### config.mk
export PLATFORM = sky130hd
export DESIGN_NAME = mroc_des_div
export DESIGN_NICKNAME = d
export VERILOG_FILES = /design/src/design/mroc_distance_and_equality_stats_assert.svh /design/src/design/mroc_des_pkg.sv /design/src/design/mroc_des_div.sv
export SDC_FILE = /design/constraint.sdc
export NUM_CORES = 1
export LEC_CHECK = 0
export BUFFER_PORTS_ARGS = -buffer_cell sky130_fd_sc_hd__buf_2
export CAP_MARGIN = 20
export CORE_MARGIN = 3
export CORE_UTILIZATION = 45
export DETAILED_ROUTE_END_ITERATION = 6
export HOLD_SLACK_MARGIN = 0.1
export PLACE_DENSITY = 0.75
export SYNTH_ARGS = -nofsm -noshare
export SYNTH_HDL_FRONTEND = slang
export SYNTH_SLANG_ARGS = --single-unit
### constraint.sdc
create_clock -name clk -period 2.8 [get_ports clk]
set_input_delay 0.14 -clock clk [delete_from_list [all_inputs] [get_ports clk]]
set_output_delay 0.14 -clock clk [all_outputs]
set_load 0.05 [all_outputs]
### src/design/mroc_distance_and_equality_stats_assert.svh
// ----------------------------------------------------------------------------
// mROC statistics assertion macros
// Concurrent checks that are compiled out for synthesis.
// ----------------------------------------------------------------------------
`ifndef MROC_DISTANCE_AND_EQUALITY_STATS_ASSERT_SVH
`define MROC_DISTANCE_AND_EQUALITY_STATS_ASSERT_SVH
`ifndef SYNTHESIS
// antecedent holds -> consequent in the same cycle
`define MROC_AST_NOW(lbl, ante, cons, msg) \
	lbl: assert property (@(posedge clk) disable iff (!arst_n) (ante) |-> (cons)) \
	else $error(msg);
// antecedent holds -> consequent in the next cycle
`define MROC_AST_NXT(lbl, ante, cons, msg) \
	lbl: assert property (@(posedge clk) disable iff (!arst_n) (ante) |=> (cons)) \
	else $error(msg);
`else
`define MROC_AST_NOW(lbl, ante, cons, msg)
`define MROC_AST_NXT(lbl, ante, cons, msg)
`endif
`endif

### src/design/mroc_des_pkg.sv
// ----------------------------------------------------------------------------
// mROC statistics package
// Widths, status codes, divider handshake types and the Q0.16 rounding.
// ----------------------------------------------------------------------------
package mroc_des_pkg;

	localparam int MAX_ITEMS = 1024;
	localparam int PROB_BITS = 16;
	localparam int ADDR_W    = $clog2(MAX_ITEMS);
	localparam int CNT_W     = $clog2(MAX_ITEMS + 1);
	localparam int DVS_W     = CNT_W + PROB_BITS;          // n * one fits here
	localparam int FRAC      = 32;
	localparam int POS_W     = FRAC + 1;                   // positions up to 1.0
	localparam int ACC_W     = POS_W + 1;
	localparam int DVD_W     = PROB_BITS + 1 + FRAC;
	localparam int OUT_W     = 17;
	localparam int STAT_W    = 2;
	localparam int MEM_W     = PROB_BITS + 1;

	localparam logic [STAT_W-1:0] ST_OK     = 2'd0;
	localparam logic [STAT_W-1:0] ST_SINGLE = 2'd1;
	localparam logic [STAT_W-1:0] ST_DROP   = 2'd2;

	localparam logic [OUT_W-1:0] ONE_Q16 = 17'h10000;

	typedef struct packed {
		logic              start;
		logic [DVD_W-1:0]  dividend;
		logic [DVS_W-1:0]  divisor;
	} div_req_t;

	typedef struct packed {
		logic              busy;
		logic              done;
		logic [DVD_W-1:0]  quotient;
	} div_rsp_t;

	// Q0.32 -> Q0.16, round half up, saturate at one
	function automatic logic [OUT_W-1:0] to_q16(input logic [ACC_W-1:0] v);
		logic [ACC_W:0] r;
		r = ({1'b0, v} + (ACC_W+1)'(32'h8000)) >> 16;
		if (r > (ACC_W+1)'(ONE_Q16))
			return ONE_Q16;
		return r[OUT_W-1:0];
	endfunction

endpackage

### src/design/mroc_des_div.sv
// ----------------------------------------------------------------------------
// mROC statistics divider
// Restoring divider, one quotient bit per cycle.
// ----------------------------------------------------------------------------
module mroc_des_div (
	input  logic                   clk,
	input  logic                   arst_n,
	input  mroc_des_pkg::div_req_t req,
	output mroc_des_pkg::div_rsp_t rsp
);
	import mroc_des_pkg::*;

	localparam int ITER_W = $clog2(DVD_W + 1);

	logic              busy_q;
	logic              done_q;
	logic [ITER_W-1:0] iter_q;
	logic [DVS_W-1:0]  rem_q;
	logic [DVS_W-1:0]  dvs_q;
	logic [DVD_W-1:0]  quo_q;   // dividend shifts out, quotient shifts in

	logic [DVS_W:0]    trial;
	logic [DVS_W:0]    diff;
	logic              ge;

	assign trial = {rem_q, quo_q[DVD_W-1]};
	assign ge    = trial >= {1'b0, dvs_q};
	assign diff  = trial - {1'b0, dvs_q};

	always_ff @(posedge clk or negedge arst_n) begin
		if (!arst_n) begin
			busy_q <= 1'b0;
			done_q <= 1'b0;
			iter_q <= '0;
		end else begin
			done_q <= 1'b0;
			if (req.start) begin
				busy_q <= 1'b1;
				iter_q <= ITER_W'(DVD_W);
			end else if (busy_q) begin
				iter_q <= iter_q - ITER_W'(1);
				if (iter_q == ITER_W'(1)) begin
					busy_q <= 1'b0;
					done_q <= 1'b1;
				end
			end
		end
	end

	always_ff @(posedge clk) begin
		if (req.start) begin
			dvs_q <= req.divisor;
			quo_q <= req.dividend;
			rem_q <= '0;
		end else if (busy_q) begin
			rem_q <= ge ? diff[DVS_W-1:0] : trial[DVS_W-1:0];
			quo_q <= {quo_q[DVD_W-2:0], ge};
		end
	end

	assign rsp.busy     = busy_q;
	assign rsp.done     = done_q;
	assign rsp.quotient = quo_q;
endmodule

### Word-level counts from Yosys, hierarchy flattened

Index checks and enable logic that the tools add are counted.

* word-level logic and storage cells: 22
* input port bits: 79
* output and inout bits: 51
* register bits: 111

* add/subtract/negate cells: 2
* mux-type cells: 11
* reduce and logical (&&, ||, !) cells: 1
* order comparisons: 1
* equal/unequal tests: 1

Operators by type and width (count)
* $mux 49: 2
* $ge 28x27->1: 1
* $mux 27: 1
* $sub 27x27->27: 1
* $mux 6: 2
* $eq 6x1->1 const B: 1
* $mux 1: 6
* $sub 6x1->6 const B: 1
* $reduce_bool 2->1: 1

### Longest topological paths before layout

Gate-level depths: netlist of the first run.

* depth in word-level cells: 4
* depth in mapped cells: 12
* depth with buffers taken out: 11

### Worst setup path after synthesis of the first run

Ideal clock, no wire load.

* path type: register -> register
* start: reg quo_q[48]
* end: reg rem_q[19]
* arrival time: 2.641 ns
* slack: 0.097 ns
* setup time: 0.062 ns
* stages on the path, launching flop included: 11
* required time: 2.738 ns
* buffers on the path: 0
* clock period less this slack: 2.703 ns
* cells stage by stage: edfxtp_1 inv_1 ha_1 fa_1 nor2b_1 o31a_1 o21ai_2 a31oi_4 o21ai_4 or4b_1 nand3_1

* longest elaborated chain between the ends: 2
* elaborated cells on any way between the ends: 3
* classes of those cells: add/sub (1); order compare (1); mux (1)

RTL lines
* start, declared: line mroc_des_div.sv:20 `logic [DVD_W-1:0] quo_q;`
* start signal, assigned: line mroc_des_div.sv:53 `quo_q <= req.dividend;`
* start signal, assigned: line mroc_des_div.sv:57 `quo_q <= {quo_q[DVD_W-2:0], ge};`
* $sub 27x27->27 / $ge 28x27->1 (equally long branches): line mroc_des_div.sv:28, mroc_des_div.sv:27
* $mux 27 *: line mroc_des_div.sv:56 `rem_q <= ge ? diff[DVS_W-1:0] : trial[DVS_W-1:0];`
* end signal, assigned: line mroc_des_div.sv:56
* end, declared: line mroc_des_div.sv:18 `logic [DVS_W-1:0] rem_q;`

Every way passes the cells marked *; elsewhere a longest branch is shown, timed or not.
A chain may end at the register's enable or synchronous reset.

### Worst setup path in the final report of the first run

* start: reg dvs_q[1]
* end: reg rem_q[23]

* longest elaborated chain between the ends: 2
* elaborated cells on any way between the ends: 3
* classes of those cells: add/sub (1); order compare (1); mux (1)

RTL lines
* start, declared: line mroc_des_div.sv:19 `logic [DVS_W-1:0] dvs_q;`
* start signal, assigned: line mroc_des_div.sv:52 `dvs_q <= req.divisor;`
* $sub 27x27->27 / $ge 28x27->1 (equally long branches): line mroc_des_div.sv:28, mroc_des_div.sv:27
* $mux 27 *: line mroc_des_div.sv:56

Marked as above.

==> qor.tcl, run 1 <==
set qor(vias) 4954
set qor(max_slew_margin_pct) 64.0
set qor(synth-main-ff-cell) {edfxtp_1}
set qor(postSynthAreaPerCell_um2) 11.3
set qor(floorplan.die.height_um) 122
set qor(ys_seq_elements) 111
set qor(final_layout_size_suffix_gt1_share_pct) 31.1
set qor(final_area_mm2) 0.00806
set qor(n_fill_cell) 1037
set qor(via_per_inst) 5.34
set qor(layout.cells.most_common) {buf_2}
set qor(antenna_found_initial) 0
set qor(async_reset_ff_share_pct) 7.21
set qor(gp_congestion) 0.872
set qor(core.rowCount) 41
set qor(grt_setup_unrepaired) {no}
set qor(tns_ns) 0
set qor(slew_violations) 0
set qor(p_total_w) 0.00419
set qor(place.detailed.hpwl_um) 9940
set qor(report.final.setup_viol) 0
set qor(layout_worst_path_cycle_share_pct) 95.9
set qor(p_leak_nw) 3.46
set qor(grt_max_degree) 36
set qor(cap_violations) 0
set qor(drt_pass1_iterations) 5
set qor(power_switching_share_pct) 30.0
set qor(pwr-share-clk_pct) 33.1
set qor(core_region_area_mm2) 0.0129
set qor(layout.cells.most_common_list) {buf_2 (128), edfxtp_1 (76), dlygate4sd3_1 (75), mux2_2 (48), nand2_1 (44)}
set qor(io_buffer_count) 129
set qor(clockBufferDepth) 2
set qor(synth_cell_types) 62
set qor(floorplan.initialDensity_pct) 47.0
set qor(syn2layout_area_growth_pct) 32.6
set qor(dr.first_iter.drc_count) 217
set qor(finalWorstPathRequiredPeriod_ns) 2.68
set qor(cts_tree) {built}
set qor(route.antenna.remaining_nets) 0
set qor(first_global_vias) 5045
set qor(timing.critical_path.fanout_max) 4
set qor(cts_inserted_buffers) 9
set qor(crit_arrival_ns) 2.98
set qor(wl_um) 15200
set qor(crit_path_start_kind) {flop}
set qor(clock-sinks) 111
set qor(synth-edff-count) 76
set qor(cts_root_buffer) {clkbuf_16}
set qor(worst_hold_path_type) {in2reg}
set qor(groute.usage.overall_pct) 20.4
set qor(clk-insertion-delay-late_ns) 0.36
set qor(drc) 0
set qor(synth_seq_area_share_pct) 49.7
set qor(p_seq_share_pct) 46.6
set qor(fin_nets) 857
set qor(vdd_drop_max_v) 0.000319
set qor(synth.yosys.warnings) 0
set qor(die_area_mm2) 0.0149
set qor(timing.fmax_ghz) 0.373
set qor(detail_route.wl_per_cell_um) 16.4
set qor(endpoint_type_of_the_worst_setup_path) {flop}
set qor(hold_viol_final) 0
set qor(synth_nets) 649
set qor(global_route.overflow_total) 0
set qor(die_x_um) 122
set qor(powerDensity_mw_per_mm2) 520
set qor(total_switching_power_w) 0.00126
set qor(worst_pin_slew_ns) 0.540
set qor(postSynthCellCount) 540
set qor(worst_clock_skew_ns) 0.00888
set qor(outcome) {completed}
set qor(clk_transition_reported_paths_ns) 0.08
set qor(power_report.internal_total_w) 0.00294
set qor(num_io_pins) 130
set qor(dpl_cell_area_mm2) 0.00692
set qor(crit_required_ns) 3.10
set qor(wire_length_of_the_first_global_routing_pass_um) 24200
set qor(cts.htree.levels) 3
set qor(post_synth_instance_area_mm2) 0.00608
set qor(p_comb_share_pct) 20.3
set qor(path_class) {reg2reg}
power groups by stage:
stage / Sequential, W / Clock (W) / Combinational, W
final: 0.00195 / 0.00139 / 0.000852
after detailed placement: 0.00199 / 0 / 0.000759
after CTS: 0.00195 / 0.00141 / 0.000845
after global placement: 0.00198 / 0 / 0.000742
after global routing: 0.00197 / 0.00147 / 0.000911
after floorplan: 0.00225 / 0 / 0.000288
metal layers:
metal,routed length (µm),track usage [%]
met5,0,0
met4,362,9.10
met1,6230,24.4
met3,712,3.73
met2,7940,35.6
logic make-up (layout without fill, tap and decap cells):
logic type	count (synthesis)	count (layout)	synth area share, %
XOR/XNOR	24	24	3.46
other	0	2	0
multiplexers	58	58	10.5
AO/OA/AOI/OAI	124	125	15.1
buffers and inverters	60	272	4.36
AND/OR/NAND/NOR	133	133	10.6
adder cells (fa/ha/maj)	30	30	6.30
flip-flops	111	111	49.7
flip-flops by register name, indices dropped and copies added (netlist names):
name    count
iter_q      6
rem_q      27
busy_q      1
quo_q      49
done_q      1
dvs_q      27
metrics by stage:
step	hold slack [ns]	setup WS, ns	instances	util (%)
after global placement	-0.0162	0.143	829	53.5
after floorplan	-0.156	0.0974	540	-
after CTS	0.107	0.0124	920	61.8
final	0.117	0.116	927	62.4
after global routing	0.112	0.0164	925	62.3
after detailed placement	-0.00636	0.0419	829	53.5
cells in the mapped netlist (all sizes together) (4+ instances only):
| library cell | n | area share [%] |
|---|---|---|
| nor2b | 5 | 0.51 |
| inv | 35 | 2.2 |
| nor3 | 14 | 1.3 |
| mux2i | 10 | 1.6 |
| o21a | 4 | 0.62 |
| buf | 11 | 1.3 |
| o21bai | 6 | 0.74 |
| dfxtp | 27 | 8.9 |
| dfrtp | 8 | 3.3 |
| mux2 | 48 | 8.9 |
| xnor2 | 15 | 2.2 |
| a21oi | 25 | 2.3 |
| nand2 | 44 | 2.7 |
| nand3 | 9 | 0.82 |
| a22oi | 5 | 0.62 |
| nand4 | 4 | 0.41 |
| a211oi | 18 | 2.3 |
| clkbuf | 14 | 0.86 |
| xor2 | 9 | 1.3 |
| edfxtp | 76 | 38 |
| o211ai | 5 | 0.70 |
| o21ai | 32 | 3.1 |
| ha | 29 | 6.0 |
| a21o | 9 | 1.1 |
| nand2b | 10 | 1.0 |
| nor2 | 34 | 2.1 |
worst max-delay path, cell delays in order, from the launching register on:
cell       delay (ns)
edfxtp_1         0.43
inv_1            0.07
ha_1             0.29
nor2b_1          0.20
o2111ai_1        0.21
a31oi_4          0.26
o211ai_2         0.17
a2111oi_2        0.58
mux2i_1          0.25
nand2_1          0.07
o21ai_1          0.11
repair_timing:
item	CTS	global route
resized for setup	0	2
endpoints found under the hold margin	82	0
hold buffers	75	0
buffers inserted	0	4
endpoints found under the setup margin	0	15
layout make-up:
type | count | area, µm² | share of cell area [%]
Antenna cell | 2 | 5.00 | 0.0621
Sequential cell | 111 | 3020 | 37.5
Inverter | 35 | 131 | 1.63
Tap cell | 172 | 215 | 2.67
Clock inverter | 7 | 98.8 | 1.23
Multi-Input combinational cell | 370 | 2810 | 34.9
Timing Repair Buffer | 221 | 1550 | 19.2
Clock buffer | 9 | 225 | 2.79
path summary, 6_finish.rpt:
| check | start | endpoint | slack [ns] | cells after the start |
|---|---|---|---|---|
| hold reg to reg | rem_q[11] | rem_q[11] | 0.48 | 2 |
| setup / recovery | dvs_q[1] | rem_q[23] | 0.12 | 10 |
| setup reg to reg | dvs_q[1] | rem_q[23] | 0.12 | 10 |
| min in group asynchronous | arst_n | done_q | 0.16 | 2 |
| hold / removal | req[75] | quo_q[48] | 0.12 | 2 |
| max in group asynchronous | arst_n | iter_q[4] | 2.46 | 2 |
Note: power is estimated with default switching activity, not from simulation.
==> run 2, diff against run 1 <==
--- a/config.mk
+++ b/config.mk
@@ -7,11 +7,13 @@
 export LEC_CHECK = 0
 export BUFFER_PORTS_ARGS = -buffer_cell sky130_fd_sc_hd__buf_2
 export CAP_MARGIN = 20
+export CELL_PAD_IN_SITES_DETAIL_PLACEMENT = 1
+export CELL_PAD_IN_SITES_GLOBAL_PLACEMENT = 1
 export CORE_MARGIN = 3
-export CORE_UTILIZATION = 45
+export CORE_UTILIZATION = 39
 export DETAILED_ROUTE_END_ITERATION = 6
 export HOLD_SLACK_MARGIN = 0.1
-export PLACE_DENSITY = 0.75
+export PLACE_DENSITY = 0.84
 export SYNTH_ARGS = -nofsm -noshare
 export SYNTH_HDL_FRONTEND = slang
 export SYNTH_SLANG_ARGS = --single-unit
==> constraint.sdc (replaced) <==
create_clock -name clk -period 2.25 [get_ports clk]
set_input_delay 0.1125 -clock clk [delete_from_list [all_inputs] [get_ports clk]]
set_output_delay 0.1125 -clock clk [all_outputs]
set_load 0.05 [all_outputs]
==> run 2 against run 1 <==
The run now ends with setup timing left. Maximum frequency grew 3.2%. Sequential share of layout area shrank 5.0 points. Design area is 15% higher. Sequential power grew 26%. Clock power rose by 27%. Largest cell class is now multi-input combinational cells. Highest routed layer unchanged.
==> qor.tcl, run 2 (synthesis gave the netlist of run 1 again) <==
set qor(num_io_pins) 130 ;# unchanged
set qor(detail_route.wl_per_cell_um) 22.7 ;# +38%
set qor(total_switching_power_w) 0.00174 ;# +38%
set qor(worst_clock_skew_ns) 0.0123 ;# +0.00342 ns
set qor(cells_after_dpl) 921 ;# +11%
set qor(groute.usage.overall_pct) 25.6 ;# +5.3 points
set qor(floorplan.initialDensity_pct) 40.0 ;# -7.0 points
set qor(syn2layout_area_growth_pct) 52.9
set qor(drt_pass1_iterations) 5 ;# unchanged
set qor(path_class) {reg2reg}
set qor(endpoint_type_of_the_worst_setup_path) {flop}
set qor(max_slew_margin_pct) 61.6 ;# -2.4 points
set qor(global_route.overflow_total) 0 ;# unchanged
set qor(dr.first_iter.drc_count) 284 ;# +31%
set qor(place.detailed.hpwl_um) 13100 ;# +32%
set qor(instances_no_fill) 1037 ;# +12%
set qor(drc) 0 ;# unchanged
set qor(crit_required_ns) 2.52 ;# -0.58 ns
set qor(final_layout_size_suffix_gt1_share_pct) 46.9 ;# +16 points
set qor(power_switching_share_pct) 31.6 ;# +1.6 points
set qor(reg2regPathDepth) 12 ;# +2
set qor(registers.top_by_ff_count) {quo_q}
set qor(die_area_mm2) 0.0171 ;# +15%
set qor(vdd_drop_max_v) 0.000437 ;# +37%
set qor(crit_arrival_ns) 2.88 ;# -0.10 ns
set qor(layout.cells.most_common) {buf_2}
set qor(vias) 5764 ;# +16%
set qor(p_comb_share_pct) 23.5 ;# +3.2 points
set qor(via_per_inst) 5.56 ;# +4.0%
set qor(wire_length_of_the_first_global_routing_pass_um) 34000 ;# +40%
set qor(final_core_util_pct) 61.2 ;# -1.2 points
set qor(floorplan.die.height_um) 131 ;# +7.1%
set qor(report.final.setup_viol) 28 ;# +28
set qor(wl_um) 23600 ;# +54%
set qor(clk_transition_reported_paths_ns) 0.08 ;# about the same
set qor(cts_tree) {built}
set qor(grt_setup_unrepaired) {yes}
set qor(cts_root_buffer) {clkbuf_16}
set qor(whs_ns) 0.122 ;# +0.00488 ns
set qor(power_report.internal_total_w) 0.00377 ;# +28%
set qor(worst_pin_slew_ns) 0.576 ;# +0.0360 ns
set qor(cts_inserted_buffers) 9 ;# unchanged
set qor(layout_worst_path_cycle_share_pct) 116 ;# +20 points
set qor(worst_hold_path_type) {in2async}
set qor(layout_setup_ws_ns) -0.352 ;# -0.468 ns
set qor(reg.largest.list) {quo_q: 49 flops, dvs_q: 27 flops, rem_q: 27 flops}
set qor(first_global_vias) 6389 ;# +27%
set qor(cap_violations) 0 ;# unchanged
set qor(clk-insertion-delay-late_ns) 0.37 ;# about the same
set qor(fin_nets) 953 ;# +11%
set qor(core_region_area_mm2) 0.0152 ;# +18%
set qor(timing.fmax_ghz) 0.384 ;# +3.2%
set qor(antenna_cells) 0 ;# -2
set qor(io_buffer_count) 129 ;# unchanged
set qor(antenna_found_initial) 0 ;# unchanged
set qor(p_leak_nw) 4.02 ;# +16%
set qor(core.rowCount) 45 ;# +9.8%
set qor(hold_viol_final) 0 ;# unchanged
set qor(grt_max_degree) 48 ;# +33%
set qor(gp_congestion) 0.946 ;# +8.5%
set qor(slew_violations) 0 ;# unchanged
set qor(pwr-share-clk_pct) 31.9 ;# -1.2 points
set qor(outcome) {finished, violations left}
set qor(finalWorstPathRequiredPeriod_ns) 2.60 ;# -0.0822 ns
set qor(cts.htree.levels) 3 ;# unchanged
set qor(largest_reg_flops) 49 ;# unchanged
set qor(pre_cts_ws_ns) -0.277 ;# -0.318 ns
set qor(powerDensity_mw_per_mm2) 593 ;# +14%
set qor(clockBufferDepth) 2 ;# unchanged
set qor(die_x_um) 131 ;# +7.1%
set qor(crit_path_start_kind) {flop}
set qor(route.antenna.remaining_nets) 0 ;# unchanged
set qor(layout.cells.most_common_list) {buf_2 (128), buf_4 (96), dlygate4sd3_1 (78), edfxtp_1 (76), mux2_2 (48)}
set qor(clock-sinks) 111 ;# unchanged
set qor(p_total_w) 0.00551 ;# +31%
set qor(timing.critical_path.fanout_max) 6 ;# +2
set qor(p_seq_share_pct) 44.6 ;# -2.0 points
set qor(violations) {setup timing}
## run 2: repair_timing
| action | CTS | global route |
|---|---|---|
| hold buffers | 78 | 0 |
| setup endpoints to repair | 28 | 28 |
| pin swaps | 22 | 23 |
| resized for setup | 41 | 64 |
| setup buffers | 10 | 11 |
| endpoints found under the hold margin | 89 | 0 |
| cloned | 1 | 0 |
## run 2: cell type report
cell class	count	area [µm²]
fillers	1588	5900
multi-input cells	370	3260
flip-flops and latches	111	3020
repair buffers	317	2330
well taps	188	235
clock buffers	10	229
inverters	35	135
clock inverters	6	81.3
## run 2: metrics by stage
step	TNS (ns)	area, µm²
6_report	-7.12	9300
5_1_grt	-10.21	9300
4_1_cts	-3.36	8950
3_5_place_dp	-5.72	7570
3_3_place_gp	-3.51	7570
2_1_floorplan	-7.18	6150
## run 2: power by group through the flow
stage          sequential (W)  clock (W)  combinational [W]
3_5_place_dp          0.00248          0            0.00106
6_report              0.00246    0.00176            0.00129
5_1_grt               0.00247    0.00186            0.00137
4_1_cts               0.00244    0.00178            0.00121
3_3_place_gp          0.00247          0            0.00102
2_1_floorplan         0.00280          0           0.000366
## run 2: worst paths after layout
path	from	endpoint	slack, ns
min in group clk	req[19]	dvs_q[19]	0.46
worst min-delay path	arst_n	iter_q[2]	0.12
max in group asynchronous	arst_n	busy_q	1.94
worst max register to register	quo_q[48]	rem_q[16]	-0.35
worst min register to register	iter_q[5]	iter_q[5]	0.54
worst max-delay path	quo_q[48]	rem_q[16]	-0.35
## run 2: layer usage
layer	share of wire (%)	GRT usage, %	routed length [µm]	vias to the layer above
met5	0	0	0	-
met1	38	29.5	8900	2850
met4	4.0	8.65	940	0
li1	-	-	-	2587
met2	53	47.2	12400	258
met3	5.6	5.33	1320	69
## run 2: critical path: stages, from the launching register on
cell,delay [ns]
edfxtp_1,0.40
inv_1,0.09
ha_2,0.21
fa_2,0.23
nor2b_2,0.05
o31a_1,0.26
o21ai_2,0.21
a31oi_4,0.15
o21ai_4,0.26
buf_6,0.17
buf_6,0.14
nand2_1,0.09
a311oi_2,0.24
==> run 3, diff against run 2 <==
--- a/config.mk
+++ b/config.mk
@@ -14,6 +14,7 @@
 export DETAILED_ROUTE_END_ITERATION = 6
 export HOLD_SLACK_MARGIN = 0.1
 export PLACE_DENSITY = 0.84
+export SKIP_LAST_GASP = 1
 export SYNTH_ARGS = -nofsm -noshare
 export SYNTH_HDL_FRONTEND = slang
 export SYNTH_SLANG_ARGS = --single-unit
==> run 3 against run 2 <==
The run still ends with setup timing left. Largest cell class unchanged. Clock power hardly changed. Sequential power is essentially flat. Clock-buffer cell count did not move. Setup slack worse by 0.042 ns. Via count shrank 2.5%. Combinational power hardly changed. Die area stayed put. Critical path type unchanged. Register-to-register slack worse by 0.04 ns.
==> qor.tcl, run 3 (synthesis gave the netlist of run 1 again) <==
set qor(outcome) {finished, violations left}
set qor(violations) {setup timing}
set qor(cap_violations) 0 ;# unchanged
set qor(timing.critical_path.fanout_max) 3 ;# -3
set qor(crit_path_start_kind) {flop}
set qor(crit_arrival_ns) 2.95 ;# +0.07 ns
set qor(n_fill_cell) 1586 ;# -0.13%
set qor(core_region_area_mm2) 0.0152 ;# unchanged
set qor(floorplan.die.height_um) 131 ;# unchanged
set qor(timing.fmax_ghz) 0.378 ;# -1.6%
set qor(max_slew_margin_pct) 61.7 ;# +0.089 points
set qor(power_report.internal_total_w) 0.00377 ;# about the same
set qor(layout.cells.most_common_list) {buf_2 (128), buf_4 (97), dlygate4sd3_1 (78), edfxtp_1 (76), mux2_2 (48)}
set qor(layout_setup_ws_ns) -0.394 ;# -0.0421 ns
set qor(global_route.overflow_total) 0 ;# unchanged
set qor(fin_nets) 947 ;# -0.63%
set qor(layout.area.seq_mm2) 0.00302 ;# unchanged
set qor(vdd_drop_max_v) 0.000436 ;# -0.25%
set qor(p_leak_nw) 3.95 ;# -1.6%
set qor(path_class) {reg2reg}
set qor(pwr-share-clk_pct) 31.9 ;# about the same
set qor(endpoint_type_of_the_worst_setup_path) {flop}
set qor(clockBufferDepth) 2 ;# unchanged
set qor(cells_after_dpl) 921 ;# unchanged
set qor(whs_ns) 0.124 ;# +0.00199 ns
set qor(route.antenna.remaining_nets) 0 ;# unchanged
set qor(place.detailed.hpwl_um) 13100 ;# unchanged
set qor(drc) 0 ;# unchanged
set qor(cts_tree) {built}
set qor(first_global_vias) 6372 ;# -0.27%
set qor(layout_worst_path_cycle_share_pct) 118 ;# +1.9 points
set qor(io_buffer_count) 129 ;# unchanged
set qor(powerDensity_mw_per_mm2) 601 ;# +1.4%
set qor(finalWorstPathRequiredPeriod_ns) 2.64 ;# +0.0421 ns
set qor(antenna_cells) 0 ;# unchanged
set qor(vias) 5618 ;# -2.5%
set qor(cts_inserted_buffers) 9 ;# unchanged
set qor(gp_congestion) 0.946 ;# unchanged
set qor(core.rowCount) 45 ;# unchanged
set qor(cts.htree.levels) 3 ;# unchanged
set qor(total_switching_power_w) 0.00173 ;# -0.72%
set qor(num_io_pins) 130 ;# unchanged
set qor(pre_cts_ws_ns) -0.277 ;# unchanged
set qor(multiInputGateArea_mm2) 0.00319 ;# -2.2%
set qor(final_layout_size_suffix_gt1_share_pct) 44.4 ;# -2.5 points
set qor(hold_viol_final) 0 ;# unchanged
set qor(floorplan.initialDensity_pct) 40.0 ;# unchanged
set qor(largest_reg_flops) 49 ;# unchanged
set qor(clk-insertion-delay-late_ns) 0.37 ;# about the same
set qor(detail_route.wl_per_cell_um) 21.8 ;# -3.9%
set qor(cts_root_buffer) {clkbuf_16}
set qor(p_comb_share_pct) 23.4 ;# about the same
set qor(die_x_um) 131 ;# unchanged
set qor(wl_um) 22500 ;# -4.5%
set qor(grt_setup_unrepaired) {yes}
set qor(syn2layout_area_growth_pct) 50.3
set qor(groute.usage.overall_pct) 25.5 ;# -0.15 points
set qor(grt_max_degree) 48 ;# unchanged
set qor(p_seq_share_pct) 44.7 ;# about the same
set qor(layout.cells.most_common) {buf_2}
set qor(registers.top_by_ff_count) {quo_q}
set qor(worst_hold_path_type) {in2async}
set qor(die_area_mm2) 0.0171 ;# unchanged
set qor(slew_violations) 0 ;# unchanged
set qor(antenna_found_initial) 0 ;# unchanged
set qor(power_switching_share_pct) 31.4 ;# -0.14 points
set qor(worst_pin_slew_ns) 0.575 ;# -0.00133 ns
set qor(wire_length_of_the_first_global_routing_pass_um) 33700 ;# -0.65%
set qor(crit_required_ns) 2.55 ;# +0.03 ns
set qor(drt_pass1_iterations) 5 ;# unchanged
set qor(clock-sinks) 111 ;# unchanged
set qor(report.final.setup_viol) 28 ;# unchanged
set qor(via_per_inst) 5.45 ;# -2.0%
set qor(clk_transition_reported_paths_ns) 0.09 ;# about the same
set qor(worst_clock_skew_ns) 0.0127 ;# +0.000414 ns
set qor(reg.largest.list) {quo_q: 49 flops, dvs_q: 27 flops, rem_q: 27 flops}
set qor(dr.first_iter.drc_count) 265 ;# -6.7%
set qor(instances_no_fill) 1031 ;# -0.58%
-- run 3: cell count changes in the layout (fill, tap and decap cells not counted), sizes merged --
cell,delta
buf,-6
-- run 3: worst paths after layout --
kind                                 from  cells past startpoint  slack (ns)   endpoint
worst max-delay path             dvs_q[1]                     11       -0.39  rem_q[19]
worst min-delay path               arst_n                      2        0.12  iter_q[2]
worst max register to register   dvs_q[1]                     11       -0.39  rem_q[19]
worst min register to register  rem_q[17]                      2        0.52  rem_q[17]
max in group asynchronous          arst_n                      2        1.94     busy_q
min in group clk                   req[5]                      2        0.46   dvs_q[5]
-- run 3: final cells by class --
| cell class | instances | share of cell area [%] |
|---|---|---|
| clock buffers | 10 | 2.50 |
| clock inverters | 6 | 0.890 |
| inverters | 35 | 1.48 |
| multi-input cells | 370 | 34.9 |
| flip-flops and latches | 111 | 33.1 |
| well taps | 188 | 2.57 |
| repair buffers | 311 | 24.6 |
-- run 3: power by group through the flow --
| stage | Clock, W | Sequential, W | Combinational, W |
|---|---|---|---|
| 2_1_floorplan | 0 | 0.00280 | 0.000366 |
| 3_3_place_gp | 0 | 0.00247 | 0.00102 |
| 3_5_place_dp | 0 | 0.00248 | 0.00106 |
| 4_1_cts | 0.00178 | 0.00244 | 0.00121 |
| 5_1_grt | 0.00185 | 0.00247 | 0.00136 |
| 6_report | 0.00175 | 0.00245 | 0.00128 |
-- run 3: layer usage --
metal / up-vias / GRT usage, % / routed length, µm
met5: - / 0 / 0
met3: 64 / 5.89 / 1240
met2: 228 / 46.2 / 11800
met1: 2755 / 29.2 / 8790
li1: 2571 / - / -
met4: 0 / 9.44 / 714
-- run 3: per-stage QoR --
step,instance area [µm²],total power (W),util [%],setup TNS (ns)
6_report,9140,0.00549,60.1,-4.58
4_1_cts,8930,0.00542,58.7,-3.44
5_1_grt,9140,0.00568,60.1,-8.23
2_1_floorplan,6150,0.00316,-,-7.18
3_3_place_gp,7570,0.00350,49.8,-3.51
3_5_place_dp,7570,0.00354,49.8,-5.72
-- run 3: what timing repair did --
action,CTS,global route
cloned,1,0
endpoints found under the setup margin,28,28
gates resized for setup,37,37
hold buffers,78,0
endpoints found under the hold margin,89,0
setup buffers,10,6
pin swaps,22,26
-- run 3: worst max-delay path: stages (launching register included) --
cell       delay, ns
edfxtp_1        0.39
inv_2           0.07
ha_4            0.28
nor2b_4         0.18
o2111ai_2       0.13
buf_4           0.18
a31oi_4         0.25
o211ai_4        0.17
a211oi_4        0.30
nor3_2          0.07
or4b_4          0.48
nand3_2         0.08
